## src/rtl/core/glc_pkg.sv

```systemverilog
`timescale 1ns / 1ps
// Shared types and constants of the glyph lookup block.
// No dependencies; used by every module under rtl/core.
package glc_pkg;

  localparam int TABLE_DEPTH = 32768;
  localparam int IDX_W       = $clog2(TABLE_DEPTH);
  localparam int CNT_W       = IDX_W + 1;
  localparam int CODE_W      = 21;
  localparam int CACHE_WAYS  = 8;
  localparam int WAY_W       = $clog2(CACHE_WAYS);
  localparam int AGE_W       = 32;
  localparam int GLYPH_BYTES = 128;
  localparam int OFF_W       = 32;
  localparam int TOTAL_W     = 16;
  localparam int MODE_W      = 2;
  localparam int CFG_IDX_W   = 1;
  localparam int CFG_DATA_W  = 32;

  typedef enum logic [MODE_W-1:0] {
    MODE_LOAD   = 2'd0,
    MODE_LOOKUP = 2'd1,
    MODE_CLEAR  = 2'd2
  } glc_mode_e;

  typedef enum logic [CFG_IDX_W-1:0] {
    CFG_GLYPH_TOTAL = 1'b0,
    CFG_BITMAP_BASE = 1'b1
  } glc_cfg_e;

  typedef enum logic [2:0] {
    ST_IDLE,
    ST_EXEC,
    ST_PROBE,
    ST_CMP,
    ST_TAG,
    ST_SCAN,
    ST_FILL,
    ST_RESULT
  } glc_state_e;

  typedef struct packed {
    logic [MODE_W-1:0] mode;
    logic [IDX_W-1:0]  table_slot;
    logic [CODE_W-1:0] char_code;
  } glc_req_t;

  typedef struct packed {
    logic              found;
    logic [IDX_W-1:0]  glyph_position;
    logic              hit;
    logic [WAY_W-1:0]  way;
    logic              fetch;
    logic [OFF_W-1:0]  fetch_offset;
  } glc_rsp_t;

  typedef struct packed {
    logic capture;
    logic mem_write;
    logic cache_clear;
    logic mem_read;
    logic set_found;
    logic narrow;
    logic hit_update;
    logic fill_invalid;
    logic scan_start;
    logic scan_step;
    logic fill_victim;
    logic out_load;
  } glc_cmd_t;

  typedef struct packed {
    logic [MODE_W-1:0] mode;
    logic              range_empty;
    logic              probe_eq;
    logic              tag_hit;
    logic              any_invalid;
    logic              scan_last;
    logic              out_free;
  } glc_status_t;

endpackage

```

## src/rtl/core/glc_ctrl.sv

```systemverilog
`timescale 1ns / 1ps
// Sequencer of the glyph lookup block: steps one request through load, clear,
// binary search, tag check, victim scan and result. Depends on glc_pkg.
module glc_ctrl (
  input  logic                 clk_i,
  input  logic                 rst_ni,
  input  logic                 in_valid_i,
  output logic                 in_stall_o,
  input  glc_pkg::glc_status_t status_i,
  output glc_pkg::glc_cmd_t    cmd_o
);

  glc_pkg::glc_state_e state_q, state_d;

  always_ff @(posedge clk_i or negedge rst_ni) begin
    if (!rst_ni) begin
      state_q <= glc_pkg::ST_IDLE;
    end else begin
      state_q <= state_d;
    end
  end

  always_comb begin
    state_d    = state_q;
    cmd_o      = '0;
    in_stall_o = 1'b1;
    case (state_q)
      glc_pkg::ST_IDLE: begin
        in_stall_o = 1'b0;
        if (in_valid_i) begin
          cmd_o.capture = 1'b1;
          state_d       = glc_pkg::ST_EXEC;
        end
      end
      glc_pkg::ST_EXEC: begin
        case (status_i.mode)
          glc_pkg::MODE_LOAD: begin
            cmd_o.mem_write = 1'b1;
            state_d         = glc_pkg::ST_RESULT;
          end
          glc_pkg::MODE_CLEAR: begin
            cmd_o.cache_clear = 1'b1;
            state_d           = glc_pkg::ST_RESULT;
          end
          glc_pkg::MODE_LOOKUP: begin
            state_d = glc_pkg::ST_PROBE;
          end
          default: begin
            state_d = glc_pkg::ST_RESULT;
          end
        endcase
      end
      glc_pkg::ST_PROBE: begin
        if (status_i.range_empty) begin
          state_d = glc_pkg::ST_RESULT;
        end else begin
          cmd_o.mem_read = 1'b1;
          state_d        = glc_pkg::ST_CMP;
        end
      end
      glc_pkg::ST_CMP: begin
        if (status_i.probe_eq) begin
          cmd_o.set_found = 1'b1;
          state_d         = glc_pkg::ST_TAG;
        end else begin
          cmd_o.narrow = 1'b1;
          state_d      = glc_pkg::ST_PROBE;
        end
      end
      glc_pkg::ST_TAG: begin
        if (status_i.tag_hit) begin
          cmd_o.hit_update = 1'b1;
          state_d          = glc_pkg::ST_RESULT;
        end else if (status_i.any_invalid) begin
          cmd_o.fill_invalid = 1'b1;
          state_d            = glc_pkg::ST_RESULT;
        end else begin
          cmd_o.scan_start = 1'b1;
          state_d          = glc_pkg::ST_SCAN;
        end
      end
      glc_pkg::ST_SCAN: begin
        cmd_o.scan_step = 1'b1;
        if (status_i.scan_last) begin
          state_d = glc_pkg::ST_FILL;
        end
      end
      glc_pkg::ST_FILL: begin
        cmd_o.fill_victim = 1'b1;
        state_d           = glc_pkg::ST_RESULT;
      end
      glc_pkg::ST_RESULT: begin
        if (status_i.out_free) begin
          cmd_o.out_load = 1'b1;
          state_d        = glc_pkg::ST_IDLE;
        end
      end
      default: begin
        state_d = glc_pkg::ST_IDLE;
      end
    endcase
  end

endmodule

```

## config.mk

```make
export PLATFORM = sky130hd
export DESIGN_NAME = glc_ctrl
export DESIGN_NICKNAME = d
export VERILOG_FILES = /design/src/rtl/core/glc_pkg.sv /design/src/rtl/core/glc_ctrl.sv
export SDC_FILE = /design/constraint.sdc
export NUM_CORES = 1
export LEC_CHECK = 0
export ABC_AREA = 1
export BUFFER_PORTS_ARGS = -buffer_cell sky130_fd_sc_hd__buf_2
export CORE_AREA = 2 2 39 41
export DETAILED_ROUTE_END_ITERATION = 10
export DIE_AREA = 0 0 41 43
export GPL_ROUTABILITY_DRIVEN = 0
export GPL_TIMING_DRIVEN = 0
export RECOVER_POWER = 50
export SETUP_SLACK_MARGIN = 0.02
export SYNTH_ARGS = -nofsm -noshare
export SYNTH_HDL_FRONTEND = slang
export SYNTH_SLANG_ARGS = --single-unit
```

## constraint.sdc

```tcl
create_clock -name clk_i -period 1 [get_ports clk_i]
set_input_delay 0.15 -clock clk_i [delete_from_list [all_inputs] [get_ports clk_i]]
set_output_delay 0.15 -clock clk_i [all_outputs]
set_load 0.02 [all_outputs]
```

# Yosys cells after proc, flatten, opt, wreduce, memory -nomap -nowiden
# Index checks and enable logic that the tools add are counted.
[totals]
input_bits = 11
register_bits = 3
output_inout_bits = 13
[classes]
eq_ne = 12
reduce_logical = 3
mux = 29
[ops]
columns = ["op", "n"]
rows = [
  ["$mux 3", 8],
  ["$pmux 3 s8", 1],
  ["$mux 1", 16],
  ["$eq 3x3->1 const B", 4],
  ["$mux 2", 4],
  ["$eq 3x2->1 const B", 2],
  ["$ne 2x2->1 const B", 3],
  ["$eq 3x1->1 const B", 1],
  ["$logic_not 3->1", 1],
  ["$reduce_and 3->1", 1],
  ["$eq 2x1->1 const B", 1],
  ["$eq 2x2->1 const B", 1],
  ["$logic_not 2->1", 1],
]

# Logic depth before layout (Yosys ltp)
# Gate-level depths: netlist of run 1.
[logic_depth]
word_depth = 3
ltp_mapped = 7
ltp_nobuf = 7

# Worst setup path after synthesis of run 1
# OpenSTA, ideal clock, no wires.
[synth_timing]
kind = "reg2out"
from = "register state_q[2]"
to = "output port cmd_o[10] in the netlist's numbering"
path_stages_with_launch = 4
t_arrival_ns = 1.137
slack_ns = -0.287
path_cell_list = "dfrtp_1 -> nor2_2 -> nand2_1 -> nor3_1"
[synth_rtl]
columns = ["item", "line", "rtl"]
rows = [
  ["start, declared", "glc_ctrl.sv:13", "glc_pkg::glc_state_e state_q, state_d;"],
  ["start signal, assigned", "glc_ctrl.sv:17", "state_q <= glc_pkg::ST_IDLE;"],
  ["start signal, assigned", "glc_ctrl.sv:19", "state_q <= state_d;"],
  ["end, declared", "glc_ctrl.sv:10", "output glc_pkg::glc_cmd_t cmd_o"],
]

==> metrics.md, run 1 <==
| Metric | Value |
|---|---|
| Result of the run | `finished, violations left` |
| Violations in the final reports | `setup timing` |
| Vias | `500` |
| Hold Path Class | `primary input to async pin` |
| Worst clock skew | `2.63 ps` |
| Total count of hold-check failures in the final report | `0` |
| Post-synthesis adder-cell area fraction | `0` |
| Largest registers | `state_q (3)` |
| Skew-Pair Late Insertion Delay | `230 ps` |
| Transition time at the pin with the least slew margin | `217 ps` |
| Post-synthesis compound-gate area fraction | `0.0459` |
| Simple-gate portion of the synthesized area | `0.572` |
| Maximum level of the CTS H-tree | `1` |
| Max-cap violation count | `0` |
| Final Slew Violations | `0` |
| Max reg flops | `3` |
| Startpoint of the most critical register-to-register path | `state_q[2]` |
| Average via count per standard cell | `4.46` |
| Syn Inst Count | `58` |
| Series of cell instances along the critical path | `buf_4, nor3_2, buf_4` |
| Synth area leaders | `sky130_fd_sc_hd__dfrtp_1, sky130_fd_sc_hd__inv_1, sky130_fd_sc_hd__nand2_1, sky130_fd_sc_hd__nor3_2, sky130_fd_sc_hd__nand3_2` |
| CORE AREA | `1380 sq um` |
| Maximum number of pins on one net before global-route repair | `7` |
| Worst-case vdd ir drop | `1050 uV` |
| Share of total power in the clock network | `0.096` |
| Y dimension of the die | `43 um` |
| Share of power burned in combinational logic | `0.763` |
| Maximum fanout encountered on the critical timing path | `4` |
| DR WL/cell | `10.4 um` |
| Port-buffer cells | `23` |
| Detailed-routing iteration count for the pre-antenna-repair pass | `3` |
| Aggregate global routing overflow | `0` |
| Max Clock Freq | `0.713 GHz` |
| Total routing resource utilization after global routing | `0.156` |
| Row count | `14` |
| Int Power | `1.11 mW` |
| Sum of net half-perimeters after detailed placement | `749 um` |
| Fraction of synthesized area in multiplexers | `0` |
| Clock tree from TritonCTS | `built` |
| RSZ-0062 raised after global routing | `yes` |
| Largest register by flop count | `state_q` |
| Initial Utilization | `0.256` |
| Clock sinks | `3` |
| Switching Fraction | `0.494` |
| Count of cell types in the netlist | `16` |
| Maximum buffer depth of the clock tree | `2` |
| Combinational family with the most area after synthesis | `simple AND/OR/NAND/NOR gates` |
| Final setup violating endpoints | `16` |
| Cell type contributing the most total cell area after synthesis | `sky130_fd_sc_hd__dfrtp_1` |
| Xor-xnor portion of the synthesized cell area | `0` |
| Count of inserted antenna diode cells | `0` |
| Combined buffer and inverter count along the critical path | `2` |
| Total power | `2.19 mW` |
| # nets final | `108` |
| Cell at the slowest stage of the critical path | `sky130_fd_sc_hd__dfrtp_2` |
| Cell area after technology mapping | `354 sq um` |
| Arrival @ worst endpoint | `1250 ps` |
| CTS root buffer | `sky130_fd_sc_hd__clkbuf_4` |
| Sum of routed wire length over all layers | `1160 um` |
| Synthesized area per cell | `6.10 sq um` |
| Via count of the first global-routing pass | `471` |
| Sequential power share | `0.141` |
| First-pass GRT wire length | `1850 um` |
| DRC marker count from the first detailed-route iteration | `6` |
| Floorplan die width | `41 um` |
| Net Sw Power | `1.08 mW` |
| Final setup slack of the worst path | `-402 ps` |
| Critical path data required time | `850 ps` |
| Final core occ | `0.554` |
| Top delay family on crit path | `flip-flops` |
| Capturing element type of the critical path | `output pin` |
| Number of remaining DRC errors | `0` |
| Number of register bits inferred by synthesis | `3` |
| Final Critical Period | `1400 ps` |
| Number of antenna violations at the first check in global routing | `0` |
| Largest stage delay, worst path | `450 ps` |
| Launch point of the critical path | `state_q[2]` |
| Proportion of netlist area held by the largest area contributor | `0.212` |
| Net count after synthesis | `69` |
| Area delta synth->final | `117%` |
| Leakage | `0.414 nW` |
| Element type at the critical path start | `flop` |
| Top-level I/O count | `24` |
| Cell mode on critical path | `sky130_fd_sc_hd__buf_4` |
| Tcrit/Tclk final | `1.40` |
| Share of cells above drive strength 1 | `0.698` |
| Clock-pin slew on the worst setup and hold paths | `40 ps` |
| Post-route setup TNS | `-4910 ps` |
| Count of antenna-violating nets left after detailed routing | `0` |
| Yosys synthesis warning count | `0` |
| TritonCTS Buffers | `3` |
| Rel. slew slack | `0.855` |
| Power Density | `2860 nW/um^2` |
| Proportion of synthesized chip area in sequential cells | `0.212` |
| Area of the die | `1760 sq um` |
| Crit Path Category | `flop to output pin` |
==> final timing paths <==
path / end / slack, ps / cells after the start
max in group asynchronous: state_q[0] / 570 / 2
setup reg to reg: state_q[1] / -210 / 8
hold reg to reg: state_q[0] / 700 / 3
hold / removal: state_q[1] / 260 / 2
min in group clk_i: state_q[1] / 280 / 4
setup / recovery: cmd_o[7] / -400 / 3
==> synthesized netlist by cell type <==
master	number
sky130_fd_sc_hd__dfrtp_1	3
sky130_fd_sc_hd__nand4_1	3
sky130_fd_sc_hd__nand2_1	10
sky130_fd_sc_hd__nor3_2	3
sky130_fd_sc_hd__nor2_1	5
sky130_fd_sc_hd__a31oi_1	1
sky130_fd_sc_hd__nor3_1	4
sky130_fd_sc_hd__nor2_4	1
sky130_fd_sc_hd__a21oi_1	2
sky130_fd_sc_hd__nor2_2	2
sky130_fd_sc_hd__nand2_2	3
sky130_fd_sc_hd__clkinv_1	1
sky130_fd_sc_hd__inv_2	3
sky130_fd_sc_hd__nand3_2	2
sky130_fd_sc_hd__inv_1	12
sky130_fd_sc_hd__nand3_1	3
==> power by group through the flow <==
| stage | Clock (mW) | Sequential [mW] | Combinational, mW |
|---|---|---|---|
| 2_1_floorplan | 0 | 0.340 | 0.801 |
| 3_3_place_gp | 0 | 0.367 | 1.01 |
| 3_5_place_dp | 0 | 0.365 | 1.02 |
| 4_1_cts | 0.219 | 0.303 | 1.43 |
| 5_1_grt | 0.237 | 0.316 | 1.81 |
| 6_report | 0.211 | 0.309 | 1.67 |
==> cells by family after synthesis <==
kind of cell | after synthesis
AOI/OAI and AO/OA | 3
buffers and inverters | 16
DFF | 3
and+or+nand+nor | 36
==> what timing repair did <==
| action | in CTS | in global routing |
|---|---|---|
| hold buffers | 1 | 0 |
| endpoints found under the hold margin | 3 | 0 |
| setup endpoints to repair | 16 | 16 |
| resized for setup | 16 | 13 |
| pin swaps | 2 | 6 |
| setup buffers | 8 | 3 |
==> layer usage <==
metal | routed length, um | vias to the layer above | GRT usage
met3 | 79 | 0 | 0.0314
met5 | 0 | - | 0
li1 | - | 260 | -
met1 | 399 | 222 | 0.150
met4 | 0 | 0 | 0.100
met2 | 683 | 18 | 0.275
==> worst reg2reg max path, cell delays in order (launching register included) <==
cell and delay, ps:
sky130_fd_sc_hd__dfrtp_2 450, sky130_fd_sc_hd__nor2_4 180, sky130_fd_sc_hd__buf_6 120, sky130_fd_sc_hd__buf_6 80, sky130_fd_sc_hd__nand3_2 60, sky130_fd_sc_hd__inv_2 60, sky130_fd_sc_hd__nor2_1 40, sky130_fd_sc_hd__nand2_1 50
sky130_fd_sc_hd__nand2_1 40
==> stage by stage <==
| stage | setup slack [ps] | hold WS (ps) | instances | cell area (sq um) |
|---|---|---|---|---|
| final | -402 | 261 | 112 | 767 |
| after global routing | -460 | 277 | 112 | 767 |
| after CTS | -401 | 228 | 110 | 708 |
| after detailed placement | -249 | -53.7 | 97 | 562 |
| after global placement | -231 | -55.1 | 97 | 562 |
| after floorplan | -126 | -146 | 58 | 427 |
==> layout make-up <==
class,count,area (sq um)
tap,16,20.0
inverter,16,66.3
timing repair buffer,34,263
multi-input combinational,39,313
fill,131,617
sequential,3,78.8
clock buffer,4,26.3
==> layout by cell type, fill, tap and decap left out, types with 4 or more instances in the layout <==
master / netlist / layout
sky130_fd_sc_hd__nand2_1: 10 / 8
sky130_fd_sc_hd__nor2_4: 1 / 4
sky130_fd_sc_hd__nor3_2: 3 / 4
sky130_fd_sc_hd__buf_2: 0 / 10
sky130_fd_sc_hd__buf_6: 0 / 9
sky130_fd_sc_hd__buf_4: 0 / 13
sky130_fd_sc_hd__nand3_2: 2 / 4
sky130_fd_sc_hd__inv_1: 12 / 10
(Power assumes the default switching activity.)
==> inputs of run 2 (changes only) <==
--- a/config.mk
+++ b/config.mk
@@ -5,7 +5,6 @@
 export SDC_FILE = /design/constraint.sdc
 export NUM_CORES = 1
 export LEC_CHECK = 0
-export ABC_AREA = 1
 export BUFFER_PORTS_ARGS = -buffer_cell sky130_fd_sc_hd__buf_2
 export CORE_AREA = 2 2 39 41
 export DETAILED_ROUTE_END_ITERATION = 10
==> run 2 against run 1 <==
Effect of this change:
- the run still ends with setup timing left
- worst hold slack lost 110 ps
- area after synthesis shrank 6.0%
- power shrank 8.4%
- largest cell class unchanged
==> metrics.md, run 2 <==
| Metric | Value |
|---|---|
| Proportion of synthesized chip area in sequential cells | `0.226` |
| Count of inserted antenna diode cells | `0` |
| Skew-Pair Late Insertion Delay | `230 ps` |
| Share of cells above drive strength 1 | `0.741` |
| Critical Path Sink | `cmd_o[11]` |
| Commonest cells after routing, fill and taps aside | `sky130_fd_sc_hd__buf_2, sky130_fd_sc_hd__buf_6, sky130_fd_sc_hd__buf_4` |
| Via count of the first global-routing pass | `417` |
| Leakage | `0.342 nW` |
| Cell type contributing the most total cell area after synthesis | `sky130_fd_sc_hd__dfrtp_1` |
| Initial Utilization | `0.241` |
| CORE AREA | `1380 sq um` |
| Total count of hold-check failures in the final report | `0` |
| Critical path data required time | `850 ps` |
| Average via count per standard cell | `4.80` |
| Vias | `466` |
| TritonCTS Buffers | `3` |
| Clock-pin slew on the worst setup and hold paths | `30 ps` |
| Final setup slack of the worst path | `-484 ps` |
| Most common library cell in the layout ignoring fill and taps | `sky130_fd_sc_hd__buf_2` |
| Y dimension of the die | `43 um` |
| Synth area leaders | `sky130_fd_sc_hd__dfrtp_1, sky130_fd_sc_hd__buf_6, sky130_fd_sc_hd__nor2_1, sky130_fd_sc_hd__nor3b_1, sky130_fd_sc_hd__a31oi_1` |
| Clock tree from TritonCTS | `built` |
| Max Clock Freq | `0.674 GHz` |
| DR WL/cell | `12.3 um` |
| R2R setup slack | `-190 ps` |
| Final setup violating endpoints | `16` |
| Number of register bits inferred by synthesis | `3` |
| Number of antenna violations at the first check in global routing | `0` |
| Sum of routed wire length over all layers | `1190 um` |
| # nets final | `93` |
| Syn Inst Count | `42` |
| Worst Hold Slack | `149 ps` |
| Port-buffer cells | `23` |
| Max-cap violation count | `0` |
| Async set-reset flop share out of synthesis | `1.00` |
| Clock sinks | `3` |
| Final Critical Period | `1480 ps` |
| RSZ-0062 raised after global routing | `yes` |
| Top-level I/O count | `24` |
| Hold Path Class | `primary input to flop` |
| Maximum fanout encountered on the critical timing path | `6` |
| Detailed-routing iteration count for the pre-antenna-repair pass | `4` |
| Violations in the final reports | `setup timing` |
| Primary flip-flop cell chosen by synthesis mapping | `sky130_fd_sc_hd__dfrtp_1` |
| Area delta synth->final | `121%` |
| Count of antenna-violating nets left after detailed routing | `0` |
| Worst-case vdd ir drop | `932 uV` |
| Transition time at the pin with the least slew margin | `251 ps` |
| Startpoint of the most critical register-to-register path | `state_q[1]` |
| Maximum level of the CTS H-tree | `1` |
| Number of remaining DRC errors | `0` |
| Area of the die | `1760 sq um` |
| Total routing resource utilization after global routing | `0.145` |
| Result of the run | `finished, violations left` |
| Launch point of the critical path | `state_q[1]` |
| DRC marker count from the first detailed-route iteration | `7` |
| Aggregate global routing overflow | `0` |
| Total power | `2.01 mW` |
| Maximum number of pins on one net before global-route repair | `9` |
| Arrival @ worst endpoint | `1330 ps` |
| Largest registers | `state_q (3)` |
| Worst clock skew | `1.32 ps` |
| Number of enable flip-flop cells after synthesis | `0` |
| Tcrit/Tclk final | `1.48` |
| Yosys synthesis warning count | `0` |
| Largest register by flop count | `state_q` |
| Rel. slew slack | `0.832` |
| Final Slew Violations | `0` |
| Floorplan die width | `41 um` |
| CTS root buffer | `sky130_fd_sc_hd__clkbuf_4` |
| First-pass GRT wire length | `1720 um` |
| Crit Path Category | `flop to output pin` |
| Synthesized area per cell | `7.92 sq um` |
| FF-to-FF path depth | `5` |
| Cell with the most instances after synthesis | `sky130_fd_sc_hd__nor2_1` |
| Maximum buffer depth of the clock tree | `2` |
| Power Density | `2720 nW/um^2` |
| Net count after synthesis | `53` |
| Proportion of netlist area held by the largest area contributor | `0.226` |
| Element type at the critical path start | `flop` |
| Leading post-synthesis cells by instance count | `sky130_fd_sc_hd__nor2_1, sky130_fd_sc_hd__dfrtp_1, sky130_fd_sc_hd__inv_1, sky130_fd_sc_hd__nand2_1, sky130_fd_sc_hd__nor3b_1` |
| Filler Cell Count | `129` |
| Cell area after technology mapping | `333 sq um` |
| R2r endpoint | `state_q[2]` |
| Row count | `14` |
| Sum of net half-perimeters after detailed placement | `710 um` |
| Count of cell types in the netlist | `24` |
| Capturing element type of the critical path | `output pin` |
| Max reg flops | `3` |
-- run 2: cell types whose count changed after synthesis, sizes merged, moves of 2 or more --
cell	previous run	this run
nor3b	0	3
o21ai	0	2
nand2	13	3
nand3	5	1
inv	15	3
buf	0	3
nor3	7	2
nand4	3	0
-- run 2: worst max-delay path, stage by stage, from the launching register on --
cell	delay (ps)
sky130_fd_sc_hd__dfrtp_1	380
sky130_fd_sc_hd__buf_6	140
sky130_fd_sc_hd__or3_4	380
sky130_fd_sc_hd__nor2_4	90
sky130_fd_sc_hd__buf_6	120
-- run 2: cell type report --
class | count | area (sq um) | share of cell area
repair buffers | 35 | 248 | 0.336
inverters | 3 | 11.3 | 0.0153
clock buffers | 4 | 26.3 | 0.0357
plain buffers | 3 | 33.8 | 0.0458
well taps | 16 | 20.0 | 0.0272
flip-flops and latches | 3 | 76.3 | 0.104
multi-input cells | 33 | 322 | 0.436
-- run 2: logic make-up after synthesis --
group	after synthesis	synth area share
compound gates	9	0.177
simple gates	23	0.444
mux	1	0.0301
buf+inv	6	0.124
flops	3	0.226
-- run 2: worst min-delay path by stage --
stage / from / to / slack [ps] / depth (start not counted)
finish: status_i[0] / state_q[1] / 150 / 2
global route: status_i[0] / state_q[1] / 150 / 2
CTS: status_i[0] / state_q[1] / 140 / 2
detailed placement: rst_ni / state_q[0] / -50 / 1
global placement: rst_ni / state_q[0] / -50 / 1
floorplan: rst_ni / state_q[0] / -150 / 0
-- run 2: routing by layer --
metal	up-vias	global-route usage	part of all wire
li1	234	-	-
met1	214	0.186	0.42
met2	18	0.216	0.51
met3	0	0.0785	0.076
met4	0	0.0200	0
met5	-	0	0
-- run 2: power breakdown --
group          internal, mW  leakage, nW  switching (mW)
sequential            0.184       0.0321          0.0638
clock                 0.150       0.0150          0.0647
combinational         0.775        0.295           0.770
total                  1.11        0.342           0.898
-- run 2: through the flow --
step | cell area (sq um) | instances | util | setup TNS [ps] | setup slack [ps]
after floorplan | 388 | 42 | - | -1870 | -257
after global placement | 523 | 81 | 0.378 | -3400 | -367
after detailed placement | 523 | 81 | 0.378 | -3420 | -356
after CTS | 688 | 94 | 0.497 | -5690 | -486
after global routing | 737 | 97 | 0.533 | -6920 | -557
final | 737 | 97 | 0.533 | -5830 | -484
-- run 2: repair_timing --
action	CTS	global route
gates resized for setup	21	6
cloned	1	0
endpoints found under the hold margin	3	0
setup buffers	7	4
hold buffers	1	0
endpoints found under the setup margin	16	16
pin swaps	7	5
